===== config.mk =====
export PLATFORM = sky130hd
export DESIGN_NAME = sample_mean_and_std_deviation_flat
export DESIGN_NICKNAME = d
export VERILOG_FILES = /design/src/rtl/msd_pkg.sv /design/src/rtl/msd_if.sv /design/src/rtl/msd_datapath.sv /design/src/rtl/msd_controller.sv /design/src/rtl/sample_mean_and_std_deviation.sv /design/src/flat_wrapper.sv
export SDC_FILE = /design/constraint.sdc
export NUM_CORES = 2
export LEC_CHECK = 0
export BUFFER_PORTS_ARGS = -buffer_cell sky130_fd_sc_hd__buf_2
export CAP_MARGIN = 0
export CORE_MARGIN = 4
export CORE_UTILIZATION = 33
export DETAILED_ROUTE_END_ITERATION = 8
export PLACE_DENSITY = 0.51
export RECOVER_POWER = 25
export SYNTH_ARGS = -nofsm -noshare
export SYNTH_HDL_FRONTEND = slang
export SYNTH_SLANG_ARGS = --single-unit

===== constraint.sdc =====
create_clock -name clk -period 8.8 [get_ports clk]
set_input_delay 0.88 -clock clk [delete_from_list [all_inputs] [get_ports clk]]
set_output_delay 0.88 -clock clk [all_outputs]
set_load 0.02 [all_outputs]

===== src/rtl/msd_pkg.sv =====
// shared types and constants for the sample mean and standard deviation block
`timescale 1ns / 1ps
`default_nettype none

package msd_pkg;

    // fixed field widths of the transaction payloads
    localparam int VALUE_W  = 16;
    localparam int TOTAL_W  = 11;
    localparam int STATUS_W = 2;

    // result status codes
    localparam logic [STATUS_W-1:0] ST_OK  = 2'd0;
    localparam logic [STATUS_W-1:0] ST_FEW = 2'd1;
    localparam logic [STATUS_W-1:0] ST_OVF = 2'd2;

    // largest reportable deviation
    localparam logic [VALUE_W-1:0] SD_MAX = 16'hFFFF;

    // controller states
    typedef enum logic [3:0] {
        S_ACCUM,
        S_LD_A,
        S_RUN_A,
        S_LD_B,
        S_RUN_B,
        S_LD_D,
        S_RUN_D,
        S_LD_M,
        S_RUN_M,
        S_LD_V,
        S_RUN_V,
        S_LD_R,
        S_RUN_R,
        S_DONE
    } msd_state_t;

    // datapath operations
    typedef enum logic [3:0] {
        OP_IDLE,
        OP_LD_A,
        OP_LD_B,
        OP_LD_D,
        OP_LD_M,
        OP_LD_V,
        OP_LD_R,
        OP_MUL_STEP,
        OP_DIV_STEP,
        OP_ROOT_STEP,
        OP_PUBLISH
    } msd_op_t;

    // controller to datapath commands
    typedef struct packed {
        msd_op_t op;
        logic    take;
    } msd_ctl_t;

    // datapath to controller status
    typedef struct packed {
        logic last_pending;
        logic out_free;
    } msd_sts_t;

endpackage

`default_nettype wire


===== src/rtl/msd_if.sv =====
// valid/ready channel interfaces for samples and results
`timescale 1ns / 1ps
`default_nettype none

interface msd_in_if;
    logic                               valid;
    logic                               ready;
    logic signed [msd_pkg::VALUE_W-1:0] sample;
    logic                               last;

    modport source (output valid, output sample, output last, input ready);
    modport sink (input valid, input sample, input last, output ready);
endinterface

interface msd_out_if;
    logic                          valid;
    logic                          ready;
    logic [msd_pkg::TOTAL_W-1:0]   sample_total;
    logic signed [msd_pkg::VALUE_W-1:0] mean_value;
    logic [msd_pkg::VALUE_W-1:0]   std_deviation;
    logic [msd_pkg::STATUS_W-1:0]  status;

    modport source (output valid, output sample_total, output mean_value,
                    output std_deviation, output status, input ready);
    modport sink (input valid, input sample_total, input mean_value,
                  input std_deviation, input status, output ready);
endinterface

`default_nettype wire


===== src/rtl/msd_datapath.sv =====
// accumulators, shared multiplier, divider, square root unit and result register
`timescale 1ns / 1ps
`default_nettype none

module msd_datapath #(
    parameter int MAX_SAMPLES = 1024,
    parameter int SAMPLE_BITS = 16
) (
    input  wire logic             clk,
    input  wire logic             rst_n,
    input  wire msd_pkg::msd_ctl_t ctl,
    output msd_pkg::msd_sts_t     sts,
    msd_in_if.sink                samples,
    msd_out_if.source             results
);

    localparam int CNT_W = $clog2(MAX_SAMPLES + 1);
    localparam int SQ_W  = 2 * SAMPLE_BITS - 1;
    localparam int SUM_W = CNT_W + SAMPLE_BITS;
    localparam int SQS_W = SQ_W + CNT_W;
    localparam int NUM_W = (CNT_W + SQS_W > 64) ? 64 : CNT_W + SQS_W;
    localparam int DEN_W = 2 * CNT_W;
    localparam int RT_W  = NUM_W + NUM_W % 2;

    // input stage
    logic                          in_fire;
    logic signed [SAMPLE_BITS-1:0] samp_w;
    logic                          p_valid_reg;
    logic                          p_last_reg;
    logic signed [SAMPLE_BITS-1:0] p_samp_reg;
    logic [SQ_W-1:0]               p_sq_reg;

    // accumulators
    logic [CNT_W-1:0]        n_reg;
    logic signed [SUM_W-1:0] sum_reg;
    logic [SQS_W-1:0]        sq_reg;
    logic                    ovf_reg;

    // shared shift-add multiplier
    logic [NUM_W-1:0] acc_reg;
    logic [NUM_W-1:0] mcand_reg;
    logic [SUM_W-1:0] mplier_reg;

    // intermediate terms
    logic [NUM_W-1:0] a_reg;
    logic [NUM_W-1:0] b_reg;
    logic [DEN_W-1:0] den_reg;
    logic signed [SAMPLE_BITS-1:0] mean_reg;

    // restoring divider
    logic [NUM_W-1:0] quo_reg;
    logic [DEN_W-1:0] rem_reg;
    logic [DEN_W-1:0] dvs_reg;
    logic [DEN_W:0]   div_sh;
    logic [DEN_W:0]   div_diff;

    // square root
    logic [RT_W-1:0] x_reg;
    logic [RT_W-1:0] r_reg;
    logic [RT_W-1:0] bit_reg;
    logic [RT_W-1:0] root_t;
    logic            root_ge;

    // result register
    logic                         out_valid_reg;
    logic [msd_pkg::TOTAL_W-1:0]  out_total_reg;
    logic signed [msd_pkg::VALUE_W-1:0] out_mean_reg;
    logic [msd_pkg::VALUE_W-1:0]  out_sd_reg;
    logic [msd_pkg::STATUS_W-1:0] out_status_reg;

    // derived values
    logic                   sum_neg;
    logic [SUM_W-1:0]       mag;
    logic [NUM_W-1:0]       num;
    logic [SAMPLE_BITS-1:0] q_lo;
    logic [msd_pkg::VALUE_W-1:0] sd_val;
    logic                   few;

    // input handshake
    assign samples.ready = ctl.take;
    assign in_fire       = samples.valid && ctl.take;
    assign samp_w        = samples.sample[SAMPLE_BITS-1:0];

    // status to the controller
    assign sts.last_pending = p_valid_reg && p_last_reg;
    assign sts.out_free     = !out_valid_reg || results.ready;

    // magnitude of the sum and the variance numerator
    assign sum_neg = sum_reg[SUM_W-1];
    assign mag     = sum_neg ? (~sum_reg + SUM_W'(1)) : sum_reg;
    assign num     = (a_reg > b_reg) ? (a_reg - b_reg) : '0;

    // divider trial subtraction
    assign div_sh   = {rem_reg, quo_reg[NUM_W-1]};
    assign div_diff = div_sh - {1'b0, dvs_reg};

    // root trial compare
    assign root_t  = r_reg + bit_reg;
    assign root_ge = x_reg >= root_t;

    // result formatting
    assign q_lo   = quo_reg[SAMPLE_BITS-1:0];
    assign few    = n_reg < CNT_W'(2);
    assign sd_val = (64'(r_reg) > 64'(msd_pkg::SD_MAX)) ? msd_pkg::SD_MAX
                                                         : msd_pkg::VALUE_W'(r_reg);

    // input stage and accumulators
    always_ff @(posedge clk or negedge rst_n)
    begin
        if (!rst_n)
        begin
            p_valid_reg <= 1'b0;
            n_reg       <= '0;
            sum_reg     <= '0;
            sq_reg      <= '0;
            ovf_reg     <= 1'b0;
        end
        else
        begin
            p_valid_reg <= in_fire;
            if (ctl.op == msd_pkg::OP_PUBLISH)
            begin
                n_reg   <= '0;
                sum_reg <= '0;
                sq_reg  <= '0;
                ovf_reg <= 1'b0;
            end
            else if (p_valid_reg)
            begin
                if (n_reg < CNT_W'(MAX_SAMPLES))
                begin
                    n_reg   <= n_reg + CNT_W'(1);
                    sum_reg <= sum_reg + SUM_W'(p_samp_reg);
                    sq_reg  <= sq_reg + SQS_W'(p_sq_reg);
                end
                else
                begin
                    ovf_reg <= 1'b1;
                end
            end
        end
    end

    // registered sample and its square
    always_ff @(posedge clk)
    begin
        if (in_fire)
        begin
            p_last_reg <= samples.last;
            p_samp_reg <= samp_w;
            p_sq_reg   <= SQ_W'(samp_w * samp_w);
        end
    end

    // arithmetic units, stepped by the controller
    always_ff @(posedge clk)
    begin
        case (ctl.op)
            msd_pkg::OP_LD_A:
            begin
                acc_reg    <= '0;
                mcand_reg  <= NUM_W'(sq_reg);
                mplier_reg <= SUM_W'(n_reg);
            end
            msd_pkg::OP_LD_B:
            begin
                a_reg      <= acc_reg;
                acc_reg    <= '0;
                mcand_reg  <= NUM_W'(mag);
                mplier_reg <= mag;
            end
            msd_pkg::OP_LD_D:
            begin
                b_reg      <= acc_reg;
                acc_reg    <= '0;
                mcand_reg  <= NUM_W'(n_reg - CNT_W'(1));
                mplier_reg <= SUM_W'(n_reg);
            end
            msd_pkg::OP_MUL_STEP:
            begin
                if (mplier_reg[0])
                begin
                    acc_reg <= acc_reg + mcand_reg;
                end
                mcand_reg  <= mcand_reg << 1;
                mplier_reg <= mplier_reg >> 1;
            end
            msd_pkg::OP_LD_M:
            begin
                den_reg <= acc_reg[DEN_W-1:0];
                quo_reg <= NUM_W'(mag);
                rem_reg <= '0;
                dvs_reg <= DEN_W'(n_reg);
            end
            msd_pkg::OP_LD_V:
            begin
                mean_reg <= sum_neg ? (~q_lo + SAMPLE_BITS'(1)) : q_lo;
                quo_reg  <= num;
                rem_reg  <= '0;
                dvs_reg  <= den_reg;
            end
            msd_pkg::OP_DIV_STEP:
            begin
                if (!div_diff[DEN_W])
                begin
                    rem_reg <= div_diff[DEN_W-1:0];
                    quo_reg <= {quo_reg[NUM_W-2:0], 1'b1};
                end
                else
                begin
                    rem_reg <= div_sh[DEN_W-1:0];
                    quo_reg <= {quo_reg[NUM_W-2:0], 1'b0};
                end
            end
            msd_pkg::OP_LD_R:
            begin
                x_reg   <= RT_W'(quo_reg);
                r_reg   <= '0;
                bit_reg <= {2'b01, {(RT_W - 2){1'b0}}};
            end
            msd_pkg::OP_ROOT_STEP:
            begin
                if (root_ge)
                begin
                    x_reg <= x_reg - root_t;
                    r_reg <= (r_reg >> 1) + bit_reg;
                end
                else
                begin
                    r_reg <= r_reg >> 1;
                end
                bit_reg <= bit_reg >> 2;
            end
            default:
            begin
            end
        endcase
    end

    // result valid flag
    always_ff @(posedge clk or negedge rst_n)
    begin
        if (!rst_n)
        begin
            out_valid_reg <= 1'b0;
        end
        else if (ctl.op == msd_pkg::OP_PUBLISH)
        begin
            out_valid_reg <= 1'b1;
        end
        else if (results.ready)
        begin
            out_valid_reg <= 1'b0;
        end
    end

    // result payload
    always_ff @(posedge clk)
    begin
        if (ctl.op == msd_pkg::OP_PUBLISH)
        begin
            out_total_reg <= msd_pkg::TOTAL_W'(n_reg);
            out_mean_reg  <= (n_reg == '0) ? '0 : msd_pkg::VALUE_W'(mean_reg);
            out_sd_reg    <= few ? '0 : sd_val;
            if (few)
            begin
                out_status_reg <= msd_pkg::ST_FEW;
            end
            else if (ovf_reg)
            begin
                out_status_reg <= msd_pkg::ST_OVF;
            end
            else
            begin
                out_status_reg <= msd_pkg::ST_OK;
            end
        end
    end

    assign results.valid         = out_valid_reg;
    assign results.sample_total  = out_total_reg;
    assign results.mean_value    = out_mean_reg;
    assign results.std_deviation = out_sd_reg;
    assign results.status        = out_status_reg;

endmodule

`default_nettype wire


===== src/rtl/msd_controller.sv =====
// state machine that sequences accumulation and the end-of-set arithmetic
`timescale 1ns / 1ps
`default_nettype none

module msd_controller #(
    parameter int MUL_STEPS  = 27,
    parameter int DIV_STEPS  = 53,
    parameter int ROOT_STEPS = 27
) (
    input  wire logic              clk,
    input  wire logic              rst_n,
    input  wire msd_pkg::msd_sts_t sts,
    output msd_pkg::msd_ctl_t      ctl
);

    localparam int ITER_W = $clog2(DIV_STEPS + 1);

    msd_pkg::msd_state_t state_reg;
    msd_pkg::msd_state_t state_next;
    logic [ITER_W-1:0]   iter_reg;
    logic [ITER_W-1:0]   iter_next;
    logic                iter_done;

    assign iter_done = (iter_reg == '0);

    // state and step counter
    always_ff @(posedge clk or negedge rst_n)
    begin
        if (!rst_n)
        begin
            state_reg <= msd_pkg::S_ACCUM;
            iter_reg  <= '0;
        end
        else
        begin
            state_reg <= state_next;
            iter_reg  <= iter_next;
        end
    end

    // next state
    always_comb
    begin
        state_next = state_reg;
        iter_next  = iter_reg;
        case (state_reg)
            msd_pkg::S_ACCUM:
            begin
                if (sts.last_pending)
                begin
                    state_next = msd_pkg::S_LD_A;
                end
            end
            msd_pkg::S_LD_A:
            begin
                state_next = msd_pkg::S_RUN_A;
                iter_next  = ITER_W'(MUL_STEPS - 1);
            end
            msd_pkg::S_RUN_A:
            begin
                iter_next = iter_reg - ITER_W'(1);
                if (iter_done)
                begin
                    state_next = msd_pkg::S_LD_B;
                end
            end
            msd_pkg::S_LD_B:
            begin
                state_next = msd_pkg::S_RUN_B;
                iter_next  = ITER_W'(MUL_STEPS - 1);
            end
            msd_pkg::S_RUN_B:
            begin
                iter_next = iter_reg - ITER_W'(1);
                if (iter_done)
                begin
                    state_next = msd_pkg::S_LD_D;
                end
            end
            msd_pkg::S_LD_D:
            begin
                state_next = msd_pkg::S_RUN_D;
                iter_next  = ITER_W'(MUL_STEPS - 1);
            end
            msd_pkg::S_RUN_D:
            begin
                iter_next = iter_reg - ITER_W'(1);
                if (iter_done)
                begin
                    state_next = msd_pkg::S_LD_M;
                end
            end
            msd_pkg::S_LD_M:
            begin
                state_next = msd_pkg::S_RUN_M;
                iter_next  = ITER_W'(DIV_STEPS - 1);
            end
            msd_pkg::S_RUN_M:
            begin
                iter_next = iter_reg - ITER_W'(1);
                if (iter_done)
                begin
                    state_next = msd_pkg::S_LD_V;
                end
            end
            msd_pkg::S_LD_V:
            begin
                state_next = msd_pkg::S_RUN_V;
                iter_next  = ITER_W'(DIV_STEPS - 1);
            end
            msd_pkg::S_RUN_V:
            begin
                iter_next = iter_reg - ITER_W'(1);
                if (iter_done)
                begin
                    state_next = msd_pkg::S_LD_R;
                end
            end
            msd_pkg::S_LD_R:
            begin
                state_next = msd_pkg::S_RUN_R;
                iter_next  = ITER_W'(ROOT_STEPS - 1);
            end
            msd_pkg::S_RUN_R:
            begin
                iter_next = iter_reg - ITER_W'(1);
                if (iter_done)
                begin
                    state_next = msd_pkg::S_DONE;
                end
            end
            msd_pkg::S_DONE:
            begin
                if (sts.out_free)
                begin
                    state_next = msd_pkg::S_ACCUM;
                end
            end
            default:
            begin
                state_next = msd_pkg::S_ACCUM;
            end
        endcase
    end

    // datapath commands
    always_comb
    begin
        ctl.op   = msd_pkg::OP_IDLE;
        ctl.take = 1'b0;
        case (state_reg)
            msd_pkg::S_ACCUM:
            begin
                ctl.take = !sts.last_pending;
            end
            msd_pkg::S_LD_A:
            begin
                ctl.op = msd_pkg::OP_LD_A;
            end
            msd_pkg::S_LD_B:
            begin
                ctl.op = msd_pkg::OP_LD_B;
            end
            msd_pkg::S_LD_D:
            begin
                ctl.op = msd_pkg::OP_LD_D;
            end
            msd_pkg::S_RUN_A, msd_pkg::S_RUN_B, msd_pkg::S_RUN_D:
            begin
                ctl.op = msd_pkg::OP_MUL_STEP;
            end
            msd_pkg::S_LD_M:
            begin
                ctl.op = msd_pkg::OP_LD_M;
            end
            msd_pkg::S_LD_V:
            begin
                ctl.op = msd_pkg::OP_LD_V;
            end
            msd_pkg::S_RUN_M, msd_pkg::S_RUN_V:
            begin
                ctl.op = msd_pkg::OP_DIV_STEP;
            end
            msd_pkg::S_LD_R:
            begin
                ctl.op = msd_pkg::OP_LD_R;
            end
            msd_pkg::S_RUN_R:
            begin
                ctl.op = msd_pkg::OP_ROOT_STEP;
            end
            msd_pkg::S_DONE:
            begin
                if (sts.out_free)
                begin
                    ctl.op = msd_pkg::OP_PUBLISH;
                end
            end
            default:
            begin
                ctl.op = msd_pkg::OP_IDLE;
            end
        endcase
    end

endmodule

`default_nettype wire


===== src/rtl/sample_mean_and_std_deviation.sv =====
// top level of the sample mean and standard deviation block
`timescale 1ns / 1ps
`default_nettype none

// Takes one signed Q8.8 sample per cycle while a set is being accumulated
// and, on the sample marked last, produces one result: the sample count, the
// mean truncated toward zero and the sample standard deviation in Q8.8.
// Samples past MAX_SAMPLES are dropped and reported with the overflow status.
// After the last sample is taken, no new sample is accepted until the end-of-set
// arithmetic has run on a single shared shift-add multiplier, a restoring
// divider and a digit-by-digit square root unit, and until any previous result
// has been taken from the result channel.
// The result sits in an output register, so accumulation of the next set may
// begin while it is still waiting on the result channel.
module sample_mean_and_std_deviation #(
    parameter int MAX_SAMPLES = 1024,
    parameter int SAMPLE_BITS = 16
) (
    input wire logic  clk,
    input wire logic  rst_n,
    msd_in_if.sink    samples,
    msd_out_if.source results
);

    localparam int CNT_W = $clog2(MAX_SAMPLES + 1);
    localparam int SUM_W = CNT_W + SAMPLE_BITS;
    localparam int SQS_W = 2 * SAMPLE_BITS - 1 + CNT_W;
    localparam int NUM_W = (CNT_W + SQS_W > 64) ? 64 : CNT_W + SQS_W;
    localparam int RT_W  = NUM_W + NUM_W % 2;

    msd_pkg::msd_ctl_t ctl;
    msd_pkg::msd_sts_t sts;

    // sequencer
    msd_controller #(
        .MUL_STEPS  (SUM_W),
        .DIV_STEPS  (NUM_W),
        .ROOT_STEPS (RT_W / 2)
    ) u_ctrl (
        .clk   (clk),
        .rst_n (rst_n),
        .sts   (sts),
        .ctl   (ctl)
    );

    // arithmetic and storage
    msd_datapath #(
        .MAX_SAMPLES (MAX_SAMPLES),
        .SAMPLE_BITS (SAMPLE_BITS)
    ) u_dp (
        .clk     (clk),
        .rst_n   (rst_n),
        .ctl     (ctl),
        .sts     (sts),
        .samples (samples),
        .results (results)
    );

    // a last sample closes the input until the set's result is computed
    a_last_closes_input: assert property (@(posedge clk) disable iff (!rst_n)
        samples.valid && samples.ready && samples.last |=> !samples.ready)
        else $error("input still open after last sample");

    // a set with fewer than two samples reports zero deviation
    a_few_zero_sd: assert property (@(posedge clk) disable iff (!rst_n)
        results.valid && results.status == msd_pkg::ST_FEW
            |-> results.std_deviation == '0)
        else $error("nonzero deviation on short set");

    // only defined status codes are reported
    a_status_code: assert property (@(posedge clk) disable iff (!rst_n)
        results.valid |-> results.status == msd_pkg::ST_OK
            || results.status == msd_pkg::ST_FEW
            || results.status == msd_pkg::ST_OVF)
        else $error("undefined status code");

    // a new result is only published while the input side is closed
    a_publish_closed: assert property (@(posedge clk) disable iff (!rst_n)
        ctl.op == msd_pkg::OP_PUBLISH |-> !samples.ready)
        else $error("result published while accepting samples");

endmodule

`default_nettype wire

===== src/flat_wrapper.sv =====
// flat-port wrapper written by rule: the top's interface ports become plain ports
module sample_mean_and_std_deviation_flat 
#(
    parameter int MAX_SAMPLES = 1024,
    parameter int SAMPLE_BITS = 16
)
  (clk, rst_n, samples_valid, samples_sample, samples_last, samples_ready, results_valid, results_sample_total, results_mean_value, results_std_deviation, results_status, results_ready);
  msd_in_if samples_i ();
  msd_out_if results_i ();
  input wire logic clk;
  input wire logic rst_n;
  input wire logic [$bits(samples_i.valid)-1:0] samples_valid;
  input wire logic [$bits(samples_i.sample)-1:0] samples_sample;
  input wire logic [$bits(samples_i.last)-1:0] samples_last;
  output wire logic [$bits(samples_i.ready)-1:0] samples_ready;
  output wire logic [$bits(results_i.valid)-1:0] results_valid;
  output wire logic [$bits(results_i.sample_total)-1:0] results_sample_total;
  output wire logic [$bits(results_i.mean_value)-1:0] results_mean_value;
  output wire logic [$bits(results_i.std_deviation)-1:0] results_std_deviation;
  output wire logic [$bits(results_i.status)-1:0] results_status;
  input wire logic [$bits(results_i.ready)-1:0] results_ready;
  assign samples_i.valid = samples_valid;
  assign samples_i.sample = samples_sample;
  assign samples_i.last = samples_last;
  assign samples_ready = samples_i.ready;
  assign results_valid = results_i.valid;
  assign results_sample_total = results_i.sample_total;
  assign results_mean_value = results_i.mean_value;
  assign results_std_deviation = results_i.std_deviation;
  assign results_status = results_i.status;
  assign results_i.ready = results_ready;
  sample_mean_and_std_deviation #(.MAX_SAMPLES(MAX_SAMPLES), .SAMPLE_BITS(SAMPLE_BITS)) u_core (.clk(clk), .rst_n(rst_n), .samples(samples_i), .results(results_i));
endmodule

# Word level (Yosys, flattened, before mapping)
# Cells that the tools add are included.
[word_totals]
reg_bits = 722
in_bits = 21
output_inout_bits = 47
elab_cells = 161
[op_classes]
n_addsub = 13
n_mul = 1
magnitude_cmp = 5
eq_ne = 34
n_mux = 46
bitwise_logic = 2
reduce_logical = 32
[op_table]
columns = ["cell", "n"]
rows = [
  ["$pmux 54 s2", 3],
  ["$pmux 53 s4", 1],
  ["$pmux 53 s3", 1],
  ["$mux 42", 3],
  ["$mux 27", 4],
  ["$mux 54", 2],
  ["$mux 53", 2],
  ["$pmux 53 s2", 1],
  ["$pmux 22 s2", 2],
  ["$pmux 27 s3", 1],
  ["$pmux 4 s14", 1],
  ["$add 53x54->54", 1],
  ["$add 54x54->54", 1],
  ["$ge 54x54->1", 1],
  ["$gt 54x16->1 const B", 1],
  ["$sub 54x54->54", 1],
  ["$add 53x53->53", 1],
  ["$gt 53x53->1", 1],
  ["$sub 53x53->53", 1],
  ["$add 42x31->42", 1],
  ["$pmux 4 s10", 1],
  ["$eq 4x4->1 const B", 9],
  ["$mux 4", 9],
  ["$mux 11", 3],
  ["37 further kinds", 81],
]

# Logic depth before layout (Yosys ltp)
[logic_depth]
word_depth = 8
mapped_depth = 28
ltp_nobuf = 26

# Modules after synthesis
# A second synthesis with hierarchy kept.
[hier_totals]
cells_unflattened = 5320
area_unflattened_um2 = 51962.3
[by_module_without_submodules]
columns = ["mod", "n_inst", "cells_each", "area_per_inst_um2", "seq_area_each_um2"]
rows = [
  ["msd_datapath", 1, 5222, 51164.1, 20094.3],
  ["msd_controller", 1, 98, 798.3, 250.2],
]

# Least setup slack after synthesis
# OpenSTA, ideal clock, no wires.
[synth_timing]
kind = "flip-flop to flip-flop"
startpoint = "register u_core.u_dp.r_reg[0]"
endpoint = "register u_core.u_dp.x_reg[0] (enable)"
setup_ps = 483
arrival_ps = 7642
required_time_ps = 8317
setup_slack_ps = 675
stages_incl_launch_ff = 25
path_buffers = 2
synth_period_minus_slack_ps = 8125
path_cell_list = "edfxtp_1 > ha_1 > ha_1 > a21o_1 > a31o_1 > a211o_1 > o22ai_2 > o31ai_1 > a2111o_1 > a41oi_1 > nor2_1 > o21a_1 > xnor2_1 > ha_1 > clkbuf_1 > nand4_1 > nor3_1 > nand3_1 > o31ai_1 > a21o_1 > a2111oi_0 > a21oi_1 > clkbuf_1 > nand3_1 > a21oi_1"
[synth_between]
elab_chain_cells = 4
[synth_rtl]
columns = ["item", "line", "source"]
rows = [
  ["from (decl)", "msd_datapath.sv:59", "logic [RT_W-1:0] r_reg;"],
  ["from (signal assigned)", "msd_datapath.sv:226", "r_reg <= (r_reg >> 1) + bit_reg;"],
  ["from (signal assigned)", "msd_datapath.sv:230", "r_reg <= r_reg >> 1;"],
  ["$add 54x54->54", "msd_datapath.sv:98", "assign root_t = r_reg + bit_reg;"],
  ["$ge 54x54->1", "msd_datapath.sv:99", "assign root_ge = x_reg >= root_t;"],
  ["$ne 2x2->1 (no source line)", "n/a", ""],
  ["$reduce_and 2->1 (no source line)", "n/a", ""],
  ["to (signal assigned)", "msd_datapath.sv:217", "x_reg <= RT_W'(quo_reg);"],
  ["to (signal assigned)", "msd_datapath.sv:225", "x_reg <= x_reg - root_t;"],
  ["to (decl)", "msd_datapath.sv:58", "logic [RT_W-1:0] x_reg;"],
]
# Every way passes these cells.
# A chain may end at the register's enable or synchronous reset.

# Final worst setup path
[layout_timing]
startpoint = "input port samples_sample[15]"
endpoint = "register u_core.u_dp.p_sq_reg[29] (data pin)"
[layout_between]
elab_chain_cells = 1
[layout_rtl]
columns = ["item", "line", "source"]
rows = [
  ["from (decl)", "flat_wrapper.sv:13", "input wire logic [$bits(samples_i.sample)-1:0] samples_sample;"],
  ["$mul 16x16->31", "msd_datapath.sv:151", "p_sq_reg <= SQ_W'(samp_w * samp_w);"],
  ["to (signal assigned)", "msd_datapath.sv:151", ""],
  ["to (decl)", "msd_datapath.sv:31", "logic [SQ_W-1:0] p_sq_reg;"],
]
# Every way passes these cells.

==> qor.csv <==
stage;metric;value;unit
sta;rsz0062_at_grt;no;
setup_path;setup.worst_path.start_class;input port;
synthesis;ys_seq_area_share;38.9;%
drt;wirelength;131000;um
synthesis;syn_area_per_cell;9.76;um2
outcome;status;finished with violations;
clock_tree;postCtsHoldBufs;0;
power_and_ir_drop;power-per-cell-area;225;nW/um2
clock_tree;cts_tree;yes;
sta;clock_skew;29.5;ps
setup_path;critPathRequiredTime;9210;ps
sta;drv_slew;296;
cells_and_area;areaGrowthSynthToFinish;9.80;%
synthesis;synth_area_leaders;edfxtp_1, ha_1, fa_1, dfrtp_1, inv_1;
sta;timing.final.ws_setup;1290;ps
floorplan;die_w;406;um
sta;max_freq;0.133;GHz
sta;hold_viol;0;
placed_design;place_inst;7302;
placed_design;place_congestion;0.879;
floorplan;die_height;406;um
global_routing;overflow;0;
synthesis;synth_top_area_share;34.4;%
synthesis;yosysWarnings;0;
synthesis;synth.distinct_cells;92;
setup_path;worstPathMaxFanout;19;
clock_tree;cts_resized;0;
sta;worst_pin_slew;3170;ps
synthesis;synth_flop_cell;edfxtp_1;
cells_and_area;final_cell_area;57500;um2
setup_path;worstSetupEndpointType;flop;
placed_design;portBuffers;67;
setup_path;criticalPathCategory;in -> reg;
setup_path;cpMostUsedCell;fa_1;
synthesis;syn-instance-count;5365;
placed_design;place_area;54800;um2
synthesis;yosysTopAreaCell;edfxtp_1;
setup_path;cp-startpoint;samples_sample[15];
drt;vias;38048;
synthesis;ys_async_sr_fraction;13.4;%
outcome;failed_checks;max-capacitance violations, max-slew violations;
sta;fin_crit;7510;ps
setup_path;cp_cell_sequence;clkbuf_1 > inv_1 > nor2_1 > fa_1 > inv_1 > fa_1 > inv_1 > fa_1 > fa_1 > fa_1 > inv_1 > fa_1 > inv_1 > ha_1 > nand4_1 > nor2_1 > a31oi_1 > o21ai_1 > or4_1 > a31o_2 > a21oi_1 > xnor2_1;
setup_path;critPathSlowestCell;clkbuf_1;
clock_tree;numClockSinks;693;
global_routing;grt_max_degree;91;
synthesis;synth_seq_cells;693;
floorplan;core_area;157000;um2
placed_design;place_hpwl;99900;um
floorplan;rows;145;
drt;drtIter0Drc;2454;
clock_tree;cts_buffers;84;
clock_tree;clkLatencyLatePin;680;ps
synthesis;synth_most_common_cell;edfxtp_1;
sta;setup_viol;0;
synthesis;syn_area;52400;um2
global_routing;grt_usage;15.9;%
sta;post-route-period-util;85.3;%
global_routing;antenna_found_initial;2;
synthesis;synth_commonest_cells;edfxtp_1, inv_1, nand2_1, nor2_1, ha_1;
clock_tree;clk_pin_slew;50;ps
setup_path;worstPathArrival;7920;ps
setup_path;r2r_start;u_core.u_dp.r_reg[2]$_SDFFCE_PP0P_;
floorplan;die-area;165000;um2
cells_and_area;fin_util;36.6;%
hold_path;worst_hold_path.num_cells;1;
power_and_ir_drop;ir_worst_vdd;0.000309;V
hold_path;min_from;samples_last;
cells_and_area;instances_no_fill;7453;
power_and_ir_drop;leakagePower;23.3;nW
sta;maxSlewHeadroom;-111;%
floorplan;ios;68;
sta;setup_tns;0;ps
floorplan;initial_core_util;33.4;%
synthesis;synth_edf_count;600;
drt;ant_nets;0;
placed_design;dp_slack;1040;ps
synthesis;synth_nets;6004;
cells_and_area;nNetsFinal;5969;
clock_tree;htreeDepth;3;
global_routing;grt_pass1_wl;212000;um
sta;holdWs;390;ps
drt;drcViolationCount;0;
setup_path;crit_path_max_incr_delay;640;ps
cells_and_area;multi_input_area;29300;um2
drt;vias_per_cell;5.11;
clock_tree;cts_root_buf;clkbuf_16;
clock_tree;clockBufferDepth;3;
cells_and_area;nFillCells;15760;
cells_and_area;ff_latch_area;20300;um2
hold_path;worstHoldPathType;in -> reg;
drt;dr.pass1.iters;5;
power_and_ir_drop;total_power;13.0;mW
cells_and_area;drive_gt1_share;4.26;%
clock_tree;cts_setup_buffers;0;
flow_run;maxCapViolations;6;
setup_path;rr_worst_depth;22;
drt;drt-wirelength-per-cell;17.6;um
global_routing;grt_pass1_vias;38379;
-- worst paths after layout --
path	end	slack [ps]
max	u_core.u_dp.p_sq_reg[29]$_DFFE_PP_	1290
min	u_core.u_dp.p_last_reg$_DFFE_PP_	390
max reg2reg	u_core.u_dp.r_reg[19]$_SDFFCE_PP0P_	1780
min reg2reg	u_core.u_dp.ovf_reg$_DFFE_PN0P_	490
max in group asynchronous	u_core.u_dp.sq_reg[30]$_DFFE_PN0P_	4060
min in group asynchronous	u_core.u_dp.sum_reg[3]$_DFFE_PN0P_	830
-- cell usage in the layout, fill, tap and decap left out, drive strengths merged, types with 93 or more instances in the layout --
master,count
a21o,169
a21oi,335
and2,119
clkbuf,169
dfrtp,93
edfxtp,600
fa,235
ha,383
inv,519
nand2,506
nor2,479
o21ai,299
xnor2,217
xor2,184
-- per-layer routing --
layer  vias up  wire length, um  track usage [%]
met3       177             4540             1.86
met1     18309            63700             22.2
met2       654            59500             25.9
li1      18906                -                -
met4         2             3450             4.66
met5         -               13                0
-- cell type report --
| class | instances | area share [%] |
|---|---|---|
| antenna | 1 | 0.00435 |
| clock buffer | 100 | 3.85 |
| clock inverter | 50 | 1.00 |
| inverter | 516 | 3.38 |
| multi-input combinational | 3933 | 51.0 |
| sequential | 693 | 35.4 |
| tap | 2058 | 4.48 |
| timing repair buffer | 102 | 0.886 |
-- worst max-delay path: cells and delay by family --
kind | cells | cell delay (ps)
buffers and inverters | 6 | 1860
adder cells (fa/ha/maj) | 7 | 3390
AND/OR/NAND/NOR | 4 | 1030
AO/OA/AOI/OAI | 4 | 690
XOR/XNOR | 1 | 80
-- power breakdown --
part                  switching (mW)  internal, mW  total [mW]
Combinational                   3.08          2.46        5.55
Clock                           1.44          2.12        3.56
Sequential     0.0000000000000000174          3.85        3.85
-- logic make-up (layout without fill, tap and decap cells) --
kind of cell / Yosys count / after routing / share of synthesized area [%]
simple gates: 1553 / 1553 / 13.7
compound gates: 1334 / 1334 / 16.7
buf+inv: 739 / 768 / 5.31
flops: 693 / 693 / 38.9
fa+ha+maj: 618 / 618 / 18.1
xor+xnor: 401 / 401 / 6.72
mux: 27 / 27 / 0.523
other cells: 0 / 1 / 0
(Power assumes the default switching activity.)
